===== src/rtl/upd_pkg.sv =====
// Shared types, character constants and helper functions for the URL percent decoder.
// Used by every module of the decoder; depends on nothing else.
package upd_pkg;

	localparam logic [7:0] CHAR_PLUS  = 8'h2B;
	localparam logic [7:0] CHAR_PCT   = 8'h25;
	localparam logic [7:0] CHAR_SPACE = 8'h20;

	// Escape phase codes.
	localparam logic [1:0] PH_IDLE  = 2'd0;
	localparam logic [1:0] PH_PCT   = 2'd1;
	localparam logic [1:0] PH_DIGIT = 2'd2;

	// Default number of entries in the queue between front and back.
	localparam int QUEUE_DEPTH = 4;

	typedef struct packed {
		logic [7:0] in_byte;
		logic       is_last;
	} in_item_t;

	typedef struct packed {
		logic [7:0] out_byte;
		logic       byte_valid;
		logic       end_of_string;
	} out_item_t;

	// One decoded input byte: one or two results, the second always carries a byte.
	typedef struct packed {
		logic       two;
		logic [7:0] b0;
		logic       v0;
		logic [7:0] b1;
		logic       eos;
	} cmd_t;

	function automatic logic hex_valid(input logic [7:0] c);
		logic r;
		r = ((c >= 8'h30) && (c <= 8'h39)) || ((c >= 8'h61) && (c <= 8'h66)) ||
			((c >= 8'h41) && (c <= 8'h46));
		return r;
	endfunction

	// Nibble of a hex digit; zero for anything else.
	function automatic logic [3:0] hex_value(input logic [7:0] c);
		logic [3:0] r;
		r = 4'd0;
		if ((c >= 8'h30) && (c <= 8'h39)) begin
			r = c[3:0];
		end else if (((c >= 8'h61) && (c <= 8'h66)) || ((c >= 8'h41) && (c <= 8'h46))) begin
			r = c[3:0] + 4'd9;
		end
		return r;
	endfunction

endpackage


===== src/rtl/upd_front.sv =====
// Front end of the URL percent decoder: tracks the escape phase and classifies each byte.
// Depends on upd_pkg for the item types, character codes and hex helpers.
module upd_front (
	input  logic              clk,
	input  logic              arst_n,
	input  logic              accept,
	input  upd_pkg::in_item_t item,
	output logic              cmd_push,
	output upd_pkg::cmd_t     cmd
);

	logic [1:0] phase_q;
	logic [7:0] held_q;

	logic [1:0] nphase;
	logic [7:0] nheld;
	logic [1:0] cnt;
	logic [7:0] s0;
	logic [7:0] s1;
	logic       v0;

	logic [7:0] c;
	logic       is_hex;
	logic       p_emit;
	logic       p_pct;
	logic [7:0] p_byte;

	assign c      = item.in_byte;
	assign is_hex = upd_pkg::hex_valid(c);
	assign p_pct  = (c == upd_pkg::CHAR_PCT);
	assign p_emit = !p_pct;
	assign p_byte = (c == upd_pkg::CHAR_PLUS) ? upd_pkg::CHAR_SPACE : c;

	always_comb begin
		nphase = upd_pkg::PH_IDLE;
		nheld  = held_q;
		cnt    = 2'd0;
		s0     = 8'h00;
		s1     = 8'h00;
		v0     = 1'b1;
		case (phase_q)
			upd_pkg::PH_PCT: begin
				if (is_hex) begin
					nphase = upd_pkg::PH_DIGIT;
					nheld  = c;
				end else begin
					nphase = p_pct ? upd_pkg::PH_PCT : upd_pkg::PH_IDLE;
					if (p_emit) begin
						s0  = p_byte;
						cnt = 2'd1;
					end
				end
			end
			upd_pkg::PH_DIGIT: begin
				nheld = 8'h00;
				if (is_hex) begin
					s0  = {upd_pkg::hex_value(held_q), upd_pkg::hex_value(c)};
					cnt = 2'd1;
				end else begin
					s0     = held_q;
					nphase = p_pct ? upd_pkg::PH_PCT : upd_pkg::PH_IDLE;
					if (p_emit) begin
						s1  = p_byte;
						cnt = 2'd2;
					end else begin
						cnt = 2'd1;
					end
				end
			end
			default: begin
				nphase = p_pct ? upd_pkg::PH_PCT : upd_pkg::PH_IDLE;
				if (p_emit) begin
					s0  = p_byte;
					cnt = 2'd1;
				end
			end
		endcase
		if (item.is_last) begin
			// A half-finished escape gives out its digit; a bare percent sign is dropped.
			if (nphase == upd_pkg::PH_DIGIT) begin
				if (cnt == 2'd0) begin
					s0  = nheld;
					cnt = 2'd1;
				end else begin
					s1  = nheld;
					cnt = 2'd2;
				end
			end
			nphase = upd_pkg::PH_IDLE;
			nheld  = 8'h00;
			if (cnt == 2'd0) begin
				// No byte to give: a lone end marker.
				s0  = 8'h00;
				v0  = 1'b0;
				cnt = 2'd1;
			end
		end
	end

	assign cmd_push = accept && (cnt != 2'd0);
	assign cmd.two  = (cnt == 2'd2);
	assign cmd.b0   = s0;
	assign cmd.v0   = v0;
	assign cmd.b1   = s1;
	assign cmd.eos  = item.is_last;

	always_ff @(posedge clk or negedge arst_n) begin
		if (!arst_n) begin
			phase_q <= upd_pkg::PH_IDLE;
			held_q  <= 8'h00;
		end else if (accept) begin
			phase_q <= nphase;
			held_q  <= nheld;
		end
	end

endmodule


===== src/rtl/upd_queue.sv =====
// Short first-in first-out queue of decode commands between the front and back ends.
// Depends on upd_pkg for the command type.
module upd_queue #(
	parameter int DEPTH = upd_pkg::QUEUE_DEPTH
) (
	input  logic          clk,
	input  logic          arst_n,
	input  logic          wr_en,
	input  upd_pkg::cmd_t wr_cmd,
	output logic          full,
	input  logic          rd_en,
	output logic          not_empty,
	output upd_pkg::cmd_t rd_cmd
);

	localparam int AW = (DEPTH > 1) ? $clog2(DEPTH) : 1;
	localparam int CW = $clog2(DEPTH + 1);
	localparam logic [AW-1:0] LAST_PTR = AW'(DEPTH - 1);
	localparam logic [CW-1:0] FULL_CNT = CW'(DEPTH);

	upd_pkg::cmd_t mem_q [DEPTH];
	logic [AW-1:0] wr_ptr_q;
	logic [AW-1:0] rd_ptr_q;
	logic [CW-1:0] count_q;
	logic          do_wr;
	logic          do_rd;

	assign full      = (count_q == FULL_CNT);
	assign not_empty = (count_q != '0);
	assign do_wr     = wr_en && !full;
	assign do_rd     = rd_en && not_empty;
	assign rd_cmd    = mem_q[rd_ptr_q];

	always_ff @(posedge clk) begin
		if (do_wr) begin
			mem_q[wr_ptr_q] <= wr_cmd;
		end
	end

	always_ff @(posedge clk or negedge arst_n) begin
		if (!arst_n) begin
			wr_ptr_q <= '0;
			rd_ptr_q <= '0;
			count_q  <= '0;
		end else begin
			if (do_wr) begin
				wr_ptr_q <= (wr_ptr_q == LAST_PTR) ? '0 : wr_ptr_q + AW'(1);
			end
			if (do_rd) begin
				rd_ptr_q <= (rd_ptr_q == LAST_PTR) ? '0 : rd_ptr_q + AW'(1);
			end
			if (do_wr && !do_rd) begin
				count_q <= count_q + CW'(1);
			end else if (do_rd && !do_wr) begin
				count_q <= count_q - CW'(1);
			end
		end
	end

endmodule


===== src/rtl/upd_back.sv =====
// Back end of the URL percent decoder: unpacks each command into one or two results.
// Depends on upd_pkg for the command and result types.
module upd_back (
	input  logic               clk,
	input  logic               arst_n,
	input  logic               cmd_avail,
	input  upd_pkg::cmd_t      cmd,
	output logic               cmd_take,
	input  logic               pop,
	output logic               empty,
	output upd_pkg::out_item_t rdata
);

	upd_pkg::out_item_t out_q;
	logic               valid_q;
	logic               sec_q;
	logic [7:0]         sec_byte_q;
	logic               sec_eos_q;
	logic               free;

	// The output register can be loaded when it is empty or its result leaves now.
	assign free     = !valid_q || pop;
	assign cmd_take = free && !sec_q && cmd_avail;
	assign empty    = !valid_q;
	assign rdata    = out_q;

	always_ff @(posedge clk) begin
		if (free) begin
			if (sec_q) begin
				out_q.out_byte      <= sec_byte_q;
				out_q.byte_valid    <= 1'b1;
				out_q.end_of_string <= sec_eos_q;
			end else if (cmd_avail) begin
				out_q.out_byte      <= cmd.b0;
				out_q.byte_valid    <= cmd.v0;
				out_q.end_of_string <= cmd.eos && !cmd.two;
				sec_byte_q          <= cmd.b1;
				sec_eos_q           <= cmd.eos;
			end
		end
	end

	always_ff @(posedge clk or negedge arst_n) begin
		if (!arst_n) begin
			valid_q <= 1'b0;
			sec_q   <= 1'b0;
		end else if (free) begin
			if (sec_q) begin
				valid_q <= 1'b1;
				sec_q   <= 1'b0;
			end else if (cmd_avail) begin
				valid_q <= 1'b1;
				sec_q   <= cmd.two;
			end else begin
				valid_q <= 1'b0;
			end
		end
	end

endmodule


===== src/rtl/url_percent_decoder_unit.sv =====
// Streaming URL percent decoder: one raw byte in per cycle unless full, decoded results out as a queue.
// A result passes through the queue into the back end's output register before it shows
// on rdata; a second result from the same byte follows it. Throughput: one byte per cycle
// in while not full, one result per cycle out while popped, set by the single output register.
// Reset (arst_n low, asynchronous) clears the escape phase, the queue and the output stage.
// Depends on upd_pkg, upd_front, upd_queue and upd_back.
module url_percent_decoder_unit #(
	parameter int QUEUE_DEPTH = upd_pkg::QUEUE_DEPTH
) (
	input  logic               clk,
	input  logic               arst_n,
	input  logic               push,
	output logic               full,
	input  upd_pkg::in_item_t  wdata,
	output logic               empty,
	input  logic               pop,
	output upd_pkg::out_item_t rdata
);

	// The front end decides, for each incoming byte, what it turns into (nothing, one
	// byte, two bytes or an end marker) and records that as a command. Bytes that give
	// no result, such as a percent sign or a first hex digit, leave no command.
	logic          accept;
	logic          cmd_push;
	upd_pkg::cmd_t front_cmd;

	// The queue lets the front end keep taking a transaction per cycle, until it fills, while the
	// back end gives out both results of a command that carries two, or while the consumer stalls.
	logic          q_full;
	logic          q_avail;
	logic          q_take;
	upd_pkg::cmd_t q_cmd;

	assign full   = q_full;
	assign accept = push && !q_full;

	upd_front u_front (
		.clk      (clk),
		.arst_n   (arst_n),
		.accept   (accept),
		.item     (wdata),
		.cmd_push (cmd_push),
		.cmd      (front_cmd)
	);

	upd_queue #(
		.DEPTH (QUEUE_DEPTH)
	) u_queue (
		.clk       (clk),
		.arst_n    (arst_n),
		.wr_en     (cmd_push),
		.wr_cmd    (front_cmd),
		.full      (q_full),
		.rd_en     (q_take),
		.not_empty (q_avail),
		.rd_cmd    (q_cmd)
	);

	// The back end holds the result on offer in a register, so an output transaction that
	// waits on pop never blocks the front end directly; only a full queue does.
	upd_back u_back (
		.clk       (clk),
		.arst_n    (arst_n),
		.cmd_avail (q_avail),
		.cmd       (q_cmd),
		.cmd_take  (q_take),
		.pop       (pop),
		.empty     (empty),
		.rdata     (rdata)
	);

endmodule

===== config.mk =====
export PLATFORM = sky130hd
export DESIGN_NAME = url_percent_decoder_unit
export DESIGN_NICKNAME = d
export VERILOG_FILES = /design/src/rtl/upd_pkg.sv /design/src/rtl/upd_front.sv /design/src/rtl/upd_queue.sv /design/src/rtl/upd_back.sv /design/src/rtl/url_percent_decoder_unit.sv
export SDC_FILE = /design/constraint.sdc
export NUM_CORES = 1
export LEC_CHECK = 0
export BUFFER_PORTS_ARGS = -buffer_cell sky130_fd_sc_hd__buf_2
export CAP_MARGIN = 20
export CORE_UTILIZATION = 66
export DETAILED_ROUTE_END_ITERATION = 8
export GPL_ROUTABILITY_DRIVEN = 0
export HOLD_SLACK_MARGIN = 0.02
export PLACE_DENSITY_LB_ADDON = 0.3
export SLEW_MARGIN = 20
export SYNTH_ARGS = -nofsm -noshare
export SYNTH_HDL_FRONTEND = slang
export SYNTH_SLANG_ARGS = --single-unit

===== constraint.sdc =====
create_clock -name clk -period 5.07 [get_ports clk]
set_clock_uncertainty 0.05 [all_clocks]
set_input_delay 1.014 -clock clk [delete_from_list [all_inputs] [get_ports clk]]
set_output_delay 1.014 -clock clk [all_outputs]
set_load 0.05 [all_outputs]

==> impl_metrics.ini, run 1 <==
[yosys]
synth.most_common_cell = edfxtp_1
async_reset_ff_frac = 0.167
synth_cells = 371
synth_top_area_share = 0.529
ys_warn_count = 0
yosys.area.top_type = edfxtp_1
yosys_register_bits = 114
synth_area_leaders = edfxtp_1 (53%), dfrtp_1 (8.8%), mux4_2 (7.9%), ha_1 (3.5%), mux2_2 (2.7%)
avgSynthCellArea_um2 = 14.5
synth_cell_types = 64
synth_commonest_cells = edfxtp_1 (95), nand2_1 (29), dfrtp_1 (19), mux4_2 (19), o21ai_0 (17)
synthesis.nets = 400
synth_area_um2 = 5390
ys.flop_type = edfxtp_1
yosysSeqAreaShare = 0.617
synth_edf_count = 95

[route]
drtIter0Drc = 350
wl_per_cell_um = 22.8
viasPerCell = 6.68
wirelength_um = 11700
drtPass1Iterations = 5
ant_nets = 0
vias = 3414
route.detailed.drc = 0

[global_routing]
grt_usage = 0.304
antenna_found_initial = 0
grt_pass1_wl_um = 18500
first_global_vias = 3435
grt_overflow = 0
grt_max_degree = 23

[final_layout]
stdcell_count = 511
area_growth_pct = 14.5
antennaDiodeCount = 0
final_util = 0.791
nNetsFinal = 425
drive_gt1_frac = 0.252

[sta]
finalWorstSetupSlack_ns = 1.50
rsz0062_at_grt = false
slew_viol_final = 0
worstMarginPinSlew_ns = 1.07
tns_ns = 0
relSlewSlack = 0.285
finalHoldViolCount = 0
fmax_ghz = 0.280
finalSetupViolations = 0
timing.hold.ws_ns = 0.387
finalCritPeriodShare = 0.705
min_period_ns = 3.57

[power]
p_leak_nw = 2.19
pwr_density_cell_nw_per_um2 = 576
irDropWorstVdd_mv = 0.296

[worst_hold_path]
hold_path.class = primary input to async pin

[run]
maxCapViolCount = 0

[place]
dp_hpwl_um = 7040
io_buffers = 24
dp_slack_ns = 1.07
dpl.cell_count = 479

[clocking]
cts_hold_buffers = 0
clockBufferDepth = 2
post_cts.repair.setup_buffers = 0
postCtsResizedCells = 0
root_buffer = clkbuf_8
clock_latency_ns = 0.51
clkTransAtPathRegs_ns = 0.06
cts_buffers = 17
cts_sinks = 114
tritoncts = yes
htree_levels = 4

[critical_path]
worstSetupStartpointType = primary input
path_class = primary input to flop
critical_path.max_fanout = 19
cp-end-kind = flop
crit_arrival_ns = 3.65
cp_data_required_time_ns = 5.15

[die]
dieWidth_um = 92.4
start_util = 0.690
ios = 25
die_h_um = 92.4
core_area_um2 = 7810
die-area_um2 = 8530
rows = 32

[run_status]
status = complete, no violations
power breakdown:
| group | leakage (nW) | internal [W] | total [W] | switching [W] |
|---|---|---|---|---|
| clock | 0.281 | 0.000795 | 0.00122 | 0.000423 |
| sequential | 1.12 | 0.00131 | 0.00145 | 0.000140 |
| combinational | 0.792 | 0.000363 | 0.000887 | 0.000524 |
state kept, by name, indices dropped and copies added (netlist names):
| name | flops |
|---|---|
| u_back.valid_q | 1 |
| u_queue.wr_ptr_q | 2 |
| u_back.rdata | 10 |
| u_front.phase_q | 2 |
| u_queue.count_q | 3 |
| u_back.sec_eos_q | 1 |
| u_back.sec_q | 1 |
| u_back.sec_byte_q | 8 |
| u_queue.mem_q | 76 |
| u_front.held_q | 8 |
| u_queue.rd_ptr_q | 2 |
placed cells by master (no fill, tap or decap), drive strengths merged, types with 4 or more instances in the layout:
cell,instances
and2,7
o31ai,5
nand2,30
inv,15
buf,27
a31oi,6
mux4,19
o2bb2ai,4
o22ai,7
nand3,6
a21oi,7
o211ai,5
ha,15
clkinvlp,5
nor3,8
o221ai,5
nand2b,6
bufinv,4
clkinv,4
clkbuf,18
edfxtp,95
nor2,11
dfrtp,19
mux2,15
o21ai,18
area by class of cell:
class                   count  area (µm²)
well taps                 102         128
inverters                  14        52.6
fillers                   406        1640
repair buffers             27         143
clock buffers              18         418
clock inverters            14         189
multi-input cells         222        1910
flip-flops and latches    114        3330
final timing paths:
check / from / end / slack [ns] / depth (start not counted)
min: arst_n / u_queue.rd_ptr_q[0]$_DFFE_PN0P_ / 0.39 / 1
max in group asynchronous: arst_n / u_front.held_q[5]$_DFFE_PN0P_ / 4.26 / 1
max: wdata[1] / u_queue.mem_q[0][11]$_DFFE_PP_ / 1.50 / 8
max reg2reg: u_front.phase_q[0]$_DFFE_PN0P_ / u_queue.mem_q[0][11]$_DFFE_PP_ / 1.94 / 6
min reg2reg: u_front.phase_q[0]$_DFFE_PN0P_ / u_front.phase_q[0]$_DFFE_PN0P_ / 0.47 / 2
min in group clk: u_front.phase_q[0]$_DFFE_PN0P_ / u_front.phase_q[0]$_DFFE_PN0P_ / 0.47 / 2
per-layer routing:
layer  global-route usage  wire, µm  vias to the layer above
li1                     -         -                     1510
met1                0.414      4800                     1676
met2                0.467      5680                      194
met3               0.0821       838                       34
met4                0.129       332                        0
met5                    0         0                        -
critical path, stage by stage:
cell and delay (ns):
buf_2 0.15, inv_1 0.11, ha_1 0.22, o21ba_2 0.20, o21ai_1 0.53, nand4_4 0.20
a31oi_4 0.32, and2_1 0.89
through the flow:
step | cell area [µm²] | total power (W)
2_1_floorplan | 5390 | 0.00209
3_3_place_gp | 5570 | 0.00225
3_5_place_dp | 5570 | 0.00230
4_1_cts | 6170 | 0.00357
5_1_grt | 6170 | 0.00368
6_report | 6170 | 0.00356
logic make-up (layout without fill, tap and decap cells):
logic type,count (synthesis),after routing,share of synthesized area
AOI/OAI and AO/OA,78,78,0.105
xor gates and xnor gates,3,3,0.00488
adders and majority gates,16,16,0.0385
buffers and inverters,35,73,0.0274
DFF,114,114,0.617
muxes,35,35,0.114
and+or+nand+nor,90,90,0.0929
Power figures use the tool's default switching activity.
==> run 2: changes to the inputs <==
--- a/config.mk
+++ b/config.mk
@@ -5,9 +5,10 @@
 export SDC_FILE = /design/constraint.sdc
 export NUM_CORES = 1
 export LEC_CHECK = 0
+export ABC_AREA = 1
 export BUFFER_PORTS_ARGS = -buffer_cell sky130_fd_sc_hd__buf_2
 export CAP_MARGIN = 20
-export CORE_UTILIZATION = 66
+export CORE_UTILIZATION = 56
 export DETAILED_ROUTE_END_ITERATION = 8
 export GPL_ROUTABILITY_DRIVEN = 0
 export HOLD_SLACK_MARGIN = 0.02
==> constraint.sdc (replaced) <==
create_clock -name clk -period 3.2 [get_ports clk]
set_clock_uncertainty 0.05 [all_clocks]
set_input_delay 0.64 -clock clk [delete_from_list [all_inputs] [get_ports clk]]
set_output_delay 0.64 -clock clk [all_outputs]
set_load 0.05 [all_outputs]
==> run 2 against run 1 <==
Core utilization is 12 points lower; register-to-register slack worse by 1.6 ns; first-iteration DRC count is 20% lower; worst setup slack worse by 1.2 ns; combinational power is 79% higher; clock-buffer cell count is 4 higher; critical path type is now flop to flop; largest cell class unchanged.
==> impl_metrics.ini, run 2 <==
[run_status]
status = complete, no violations

[global_routing]
grt_pass1_wl_um = 19800
grt_max_degree = 41
antenna_found_initial = 0
gr-usage-met2 = 0.431
grt_overflow = 0
first_global_vias = 4149
gr-usage-met3 = 0.0671
grt-busiest-layer = met2
grt_use_met1 = 0.312
grt_usage = 0.256

[worst_hold_path]
hp-start = wdata[0]
hold_path.class = primary input to flop
min_to = u_queue.mem_q[0][0]$_DFFE_PP_
min_path_cells = 1

[die]
die-area_um2 = 10500
rows = 36
dieWidth_um = 103
core_area_um2 = 9770
die_h_um = 103
ios = 25
start_util = 0.579

[final_layout]
antennaDiodeCount = 0
fillCellCount = 729
regArea_um2 = 3330
regMostFlops = u_queue.mem_q
mostFrequentLayoutCells = nand2_1 (95), edfxtp_1 (95), nor2_1 (83)
largest_reg_flops = 76
drive_gt1_frac = 0.167
multi_input_area_um2 = 2030
area_growth_pct = 16.4
nNetsFinal = 632

[sta]
finalHoldViolCount = 0
slew_viol_final = 0
min_period_ns = 2.89
finalCritPeriodShare = 0.904
relSlewSlack = 0.527
tns_ns = 0
finalSetupViolations = 0
rsz0062_at_grt = false
timing.hold.ws_ns = 0.372
fmax_ghz = 0.346
worstMarginPinSlew_ns = 0.709

[clocking]
clockBufferDepth = 2
tritoncts = yes
root_buffer = clkbuf_8
htree_levels = 4
cts_buffers = 17
clock_latency_ns = 0.51
cts_sinks = 114
clkTransAtPathRegs_ns = 0.05
postCtsResizedCells = 0

[run]
maxCapViolCount = 0

[place]
dp_hpwl_um = 8100
io_buffers = 24

[critical_path]
cp_data_required_time_ns = 3.54
r2r_cells = 13
r2r-start = u_front.phase_q[0]$_DFFE_PN0P_
critical_path.max_fanout = 11
ff2ff_setup_slack_ns = 0.31
crit_path_top_delay_cell = ha_1
worstSetupStartpointType = flop
cpMostUsedCell = inv_1
critPathMaxStageDelay_ns = 0.45
path_class = flop to flop
path_cells = inv_1 > ha_1 > nor2_2 > nand4_1 > nand4_2 > nand2_2 > inv_1 > ha_1 > inv_1 > fa_1 > a21oi_1 > o21ai_0 > xor2_1
crit_arrival_ns = 3.23
r2r_end = u_queue.count_q[2]$_DFFE_PN0P_
cp-end-kind = flop

[route]
viasPerCell = 5.68
route.detailed.drc = 0
vias = 4254
drtIter0Drc = 281
drtPass1Iterations = 5
wl_per_cell_um = 16.3
wirelength_um = 12200
ant_nets = 0

[yosys]
async_reset_ff_frac = 0.167
synth_area_leaders = edfxtp_1 (50%), dfrtp_1 (8.4%), nand2_1 (6.3%), nor2_1 (5.5%), o21ai_0 (5.2%)
yosys.area.top_type = edfxtp_1
yosysSeqAreaShare = 0.588
synth_cell_types = 39
yosys_register_bits = 114
synth_top_area_share = 0.504
synth_commonest_cells = edfxtp_1 (95), nand2_1 (95), nor2_1 (83)
synth_edf_count = 95
ys_warn_count = 0
ys.flop_type = edfxtp_1
avgSynthCellArea_um2 = 9.99
synthesis.nets = 595
synth_cells = 566
synth_area_um2 = 5660

[power]
irDropWorstVdd_mv = 0.427
p_leak_nw = 2.68
pwr_density_cell_nw_per_um2 = 843
## run 2: final cells by class
cell class	instances	area share
clock buffers	22	0.0718
clock inverters	10	0.0163
inverters	56	0.0327
multi-input cells	378	0.308
flip-flops and latches	114	0.506
well taps	133	0.0253
repair buffers	36	0.0399
## run 2: per-layer routing
| layer | up-vias | part of all wire |
|---|---|---|
| met5 | - | 0 |
| met4 | 0 | 0.025 |
| met3 | 36 | 0.068 |
| met2 | 179 | 0.50 |
| met1 | 2011 | 0.40 |
| li1 | 2028 | - |
## run 2: logic make-up after synthesis
kind of cell / count (synthesis) / share of synthesized area
and+or+nand+nor: 256 / 0.215
AOI/OAI and AO/OA: 101 / 0.0993
xor gates and xnor gates: 4 / 0.00619
muxes: 1 / 0.00199
buffers and inverters: 74 / 0.0529
DFF: 114 / 0.588
adders and majority gates: 16 / 0.0367
## run 2: timing repair
action | CTS | global route
hold buffers | 1 | 0
setup buffers | 0 | 0
endpoints found under the hold margin | 14 | 0
## run 2: per-stage QoR
step,instances,setup WS (ns),instance area [µm²],power [W],utilization
detailed placement,716,0.0746,5990,0.00377,0.613
global route,749,0.134,6580,0.00584,0.673
CTS,749,0.340,6580,0.00558,0.673
global placement,716,0.133,5990,0.00371,0.613
finish,749,0.306,6580,0.00555,0.673
floorplan,566,0.254,5660,0.00331,-
## run 2: worst max-delay path by stage
stage	cells past startpoint	from	slack (ns)	endpoint
final	13	u_front.phase_q[0]$_DFFE_PN0P_	0.31	u_queue.count_q[2]$_DFFE_PN0P_
after global routing	13	u_front.phase_q[0]$_DFFE_PN0P_	0.13	u_queue.count_q[2]$_DFFE_PN0P_
after floorplan	11	wdata[1]	0.25	u_queue.mem_q[0][0]$_DFFE_PP_
after global placement	18	wdata[2]	0.13	u_queue.count_q[2]$_DFFE_PN0P_
after detailed placement	15	wdata[2]	0.07	u_queue.count_q[1]$_DFFE_PN0P_
after CTS	13	u_front.phase_q[0]$_DFFE_PN0P_	0.34	u_queue.count_q[2]$_DFFE_PN0P_
## run 2: critical path, delay by kind of cell (launching register included)
family	cells	cell delay (ns)
AO/OA/AOI/OAI	2	0.25
XOR/XNOR	1	0.15
adder cells (fa/ha/maj)	3	0.95
buffers and inverters	3	0.18
flip-flops	1	0.35
AND/OR/NAND/NOR	4	0.85
## run 2: power by group
group          total [W]  internal, W  leakage [nW]  switching (W)
combinational    0.00159     0.000461          1.27        0.00112
sequential       0.00217      0.00206          1.12       0.000110
clock            0.00180      0.00118         0.283       0.000615
total            0.00555      0.00370          2.68        0.00185
==> run 3: changes to the inputs <==
--- a/config.mk
+++ b/config.mk
@@ -13,6 +13,7 @@
 export GPL_ROUTABILITY_DRIVEN = 0
 export HOLD_SLACK_MARGIN = 0.02
 export PLACE_DENSITY_LB_ADDON = 0.3
+export RECOVER_POWER = 100
 export SLEW_MARGIN = 20
 export SYNTH_ARGS = -nofsm -noshare
 export SYNTH_HDL_FRONTEND = slang
==> run 3 against run 2 <==
The run now ends with max-capacitance violations, max-slew violations left; wire length grew 0.38%; fmax decreased by 1.5%; cell count unchanged; hold slack better by 0.037 ns; sequential power barely moved; core utilization down 1.3 points; global-route usage did not move.
==> impl_metrics.ini, run 3 (same netlist as run 2, synthesis figures left out) <==
[run_status]
status = finished, violations left
violations = max-capacitance violations, max-slew violations

[die]
die-area_um2 = 10500
start_util = 0.579
dieWidth_um = 103
ios = 25
core_area_um2 = 9770
die_h_um = 103
rows = 36

[clocking]
cts_sinks = 114
post_cts.repair.setup_buffers = 0
cts_buffers = 17
clockBufferDepth = 2
postCtsResizedCells = 0
tritoncts = yes
clock_latency_ns = 0.51
root_buffer = clkbuf_8
htree_levels = 4
clkTransAtPathRegs_ns = 0.06

[power]
power.internal_w = 0.00364
pwr_density_cell_nw_per_um2 = 851
p_leak_nw = 2.58
p_sw_w = 0.00185
finalPower_w = 0.00549
power_frac_seq = 0.397
power_frac_comb = 0.275
p_clk_frac = 0.328
switching_share = 0.337
irDropWorstVdd_mv = 0.422

[sta]
finalCritPeriodShare = 0.918
slew_viol_final = 41
relSlewSlack = -0.164
tns_ns = 0
fmax_ghz = 0.341
min_period_ns = 2.94
worstMarginPinSlew_ns = 1.75
rsz0062_at_grt = false
finalSetupViolations = 0
finalHoldViolCount = 0

[global_routing]
antenna_found_initial = 0
grt_overflow = 0
grt-busiest-layer = met2
gr-usage-met3 = 0.0671
grt_pass1_wl_um = 19800
grt_use_met1 = 0.312
grt_usage = 0.256
first_global_vias = 4149
gr-usage-met2 = 0.431
grt_max_degree = 41

[worst_hold_path]
hold_path.class = primary input to flop
min_to = u_back.sec_q$_DFFE_PN0N_
min_path_cells = 4
hp-start = pop

[final_layout]
nNetsFinal = 632
mostFrequentLayoutCells = nand2_1 (98), edfxtp_1 (95), nor2_1 (85)
layout_commonest_cell = nand2_1
antennaDiodeCount = 0
regMostFlops = u_queue.mem_q
drive_gt1_frac = 0.123
largest_reg_flops = 76
area_growth_pct = 14.0
fillCellCount = 753

[critical_path]
cp_data_required_time_ns = 3.29
worstSetupStartpointType = flop
path_depth = 9
critPathMaxStageDelay_ns = 0.50
critPathBufInv = 3
cpMostUsedCell = nand4_1
r2r-start = u_front.phase_q[0]$_DFFE_PN0P_
critical-path-top-delay-family = simple AND/OR/NAND/NOR gates
path_class = flop to flop
crit_arrival_ns = 3.03
r2r_end = u_queue.mem_q[3][15]$_DFFE_PP_
r2r_cells = 9
crit_path_top_delay_cell = clkbuf_2
cp-end-kind = flop
critical_path.max_fanout = 19
crit_path_start = u_front.phase_q[0]$_DFFE_PN0P_
ff2ff_setup_slack_ns = 0.26
path_cells = inv_1 > ha_1 > nor2_2 > nand4_1 > nand4_1 > nand2_2 > clkbuf_1 > nor2_1 > clkbuf_2

[route]
drtPass1Iterations = 5
drtIter0Drc = 292
viasPerCell = 5.67
wl_per_cell_um = 16.4
wirelength_um = 12300
route.detailed.drc = 0
ant_nets = 0
vias = 4248

[place]
io_buffers = 24
dp_hpwl_um = 8100

[run]
maxCapViolCount = 1
## run 3: changes by cell type in the layout (fill, tap and decap cells not counted), sizes merged
cell,change
buf,-23
clkbuf,+23
## run 3: cell type report
cell class | count | area [µm²] | share of cell area
clock buffers | 22 | 473 | 0.0733
well taps | 133 | 166 | 0.0258
inverters | 56 | 215 | 0.0334
clock inverters | 10 | 108 | 0.0167
repair buffers | 36 | 169 | 0.0262
multi-input cells | 378 | 1990 | 0.309
flip-flops and latches | 114 | 3330 | 0.516
## run 3: how the worst max path moves through the flow
stage,slack (ns),to
6_report,0.26,u_queue.mem_q[3][15]$_DFFE_PP_
5_1_grt,0.08,u_queue.mem_q[3][8]$_DFFE_PP_
4_1_cts,0.34,u_queue.count_q[2]$_DFFE_PN0P_
3_5_place_dp,0.07,u_queue.count_q[1]$_DFFE_PN0P_
3_3_place_gp,0.13,u_queue.count_q[2]$_DFFE_PN0P_
2_1_floorplan,0.25,u_queue.mem_q[0][0]$_DFFE_PP_
## run 3: per-layer routing
| metal | up-vias | part of all wire |
|---|---|---|
| li1 | 2027 | - |
| met1 | 2002 | 0.41 |
| met2 | 185 | 0.50 |
| met3 | 34 | 0.068 |
| met4 | 0 | 0.026 |
| met5 | - | 0 |
## run 3: timing repair
item / 4_1_cts / 5_1_grt
hold buffers: 1 / 0
hold endpoints to repair: 14 / 0
setup endpoints to repair: 0 / 0
## run 3: stage by stage
stage	instances	setup WS (ns)	hold slack [ns]	cell area [µm²]	util
after global placement	716	0.133	0.411	5990	0.613
after CTS	749	0.340	0.345	6580	0.673
after detailed placement	716	0.0746	0.437	5990	0.613
after floorplan	566	0.254	0.294	5660	-
final	749	0.263	0.409	6450	0.660
after global routing	749	0.0838	0.414	6450	0.660
## run 3: tightest hold or removal path: cells and delay by family
| kind | cells | cell delay, ns |
|---|---|---|
| compound gates | 1 | 0.07 |
| buf+inv | 2 | 0.16 |
| simple gates | 1 | 0.06 |
## run 3: power by group through the flow
stage	Sequential, W	Clock [W]	Combinational [W]
floorplan	0.00242	0	0.000894
global placement	0.00218	0	0.00153
detailed placement	0.00219	0	0.00157
CTS	0.00217	0.00182	0.00159
global route	0.00222	0.00188	0.00167
finish	0.00218	0.00180	0.00151
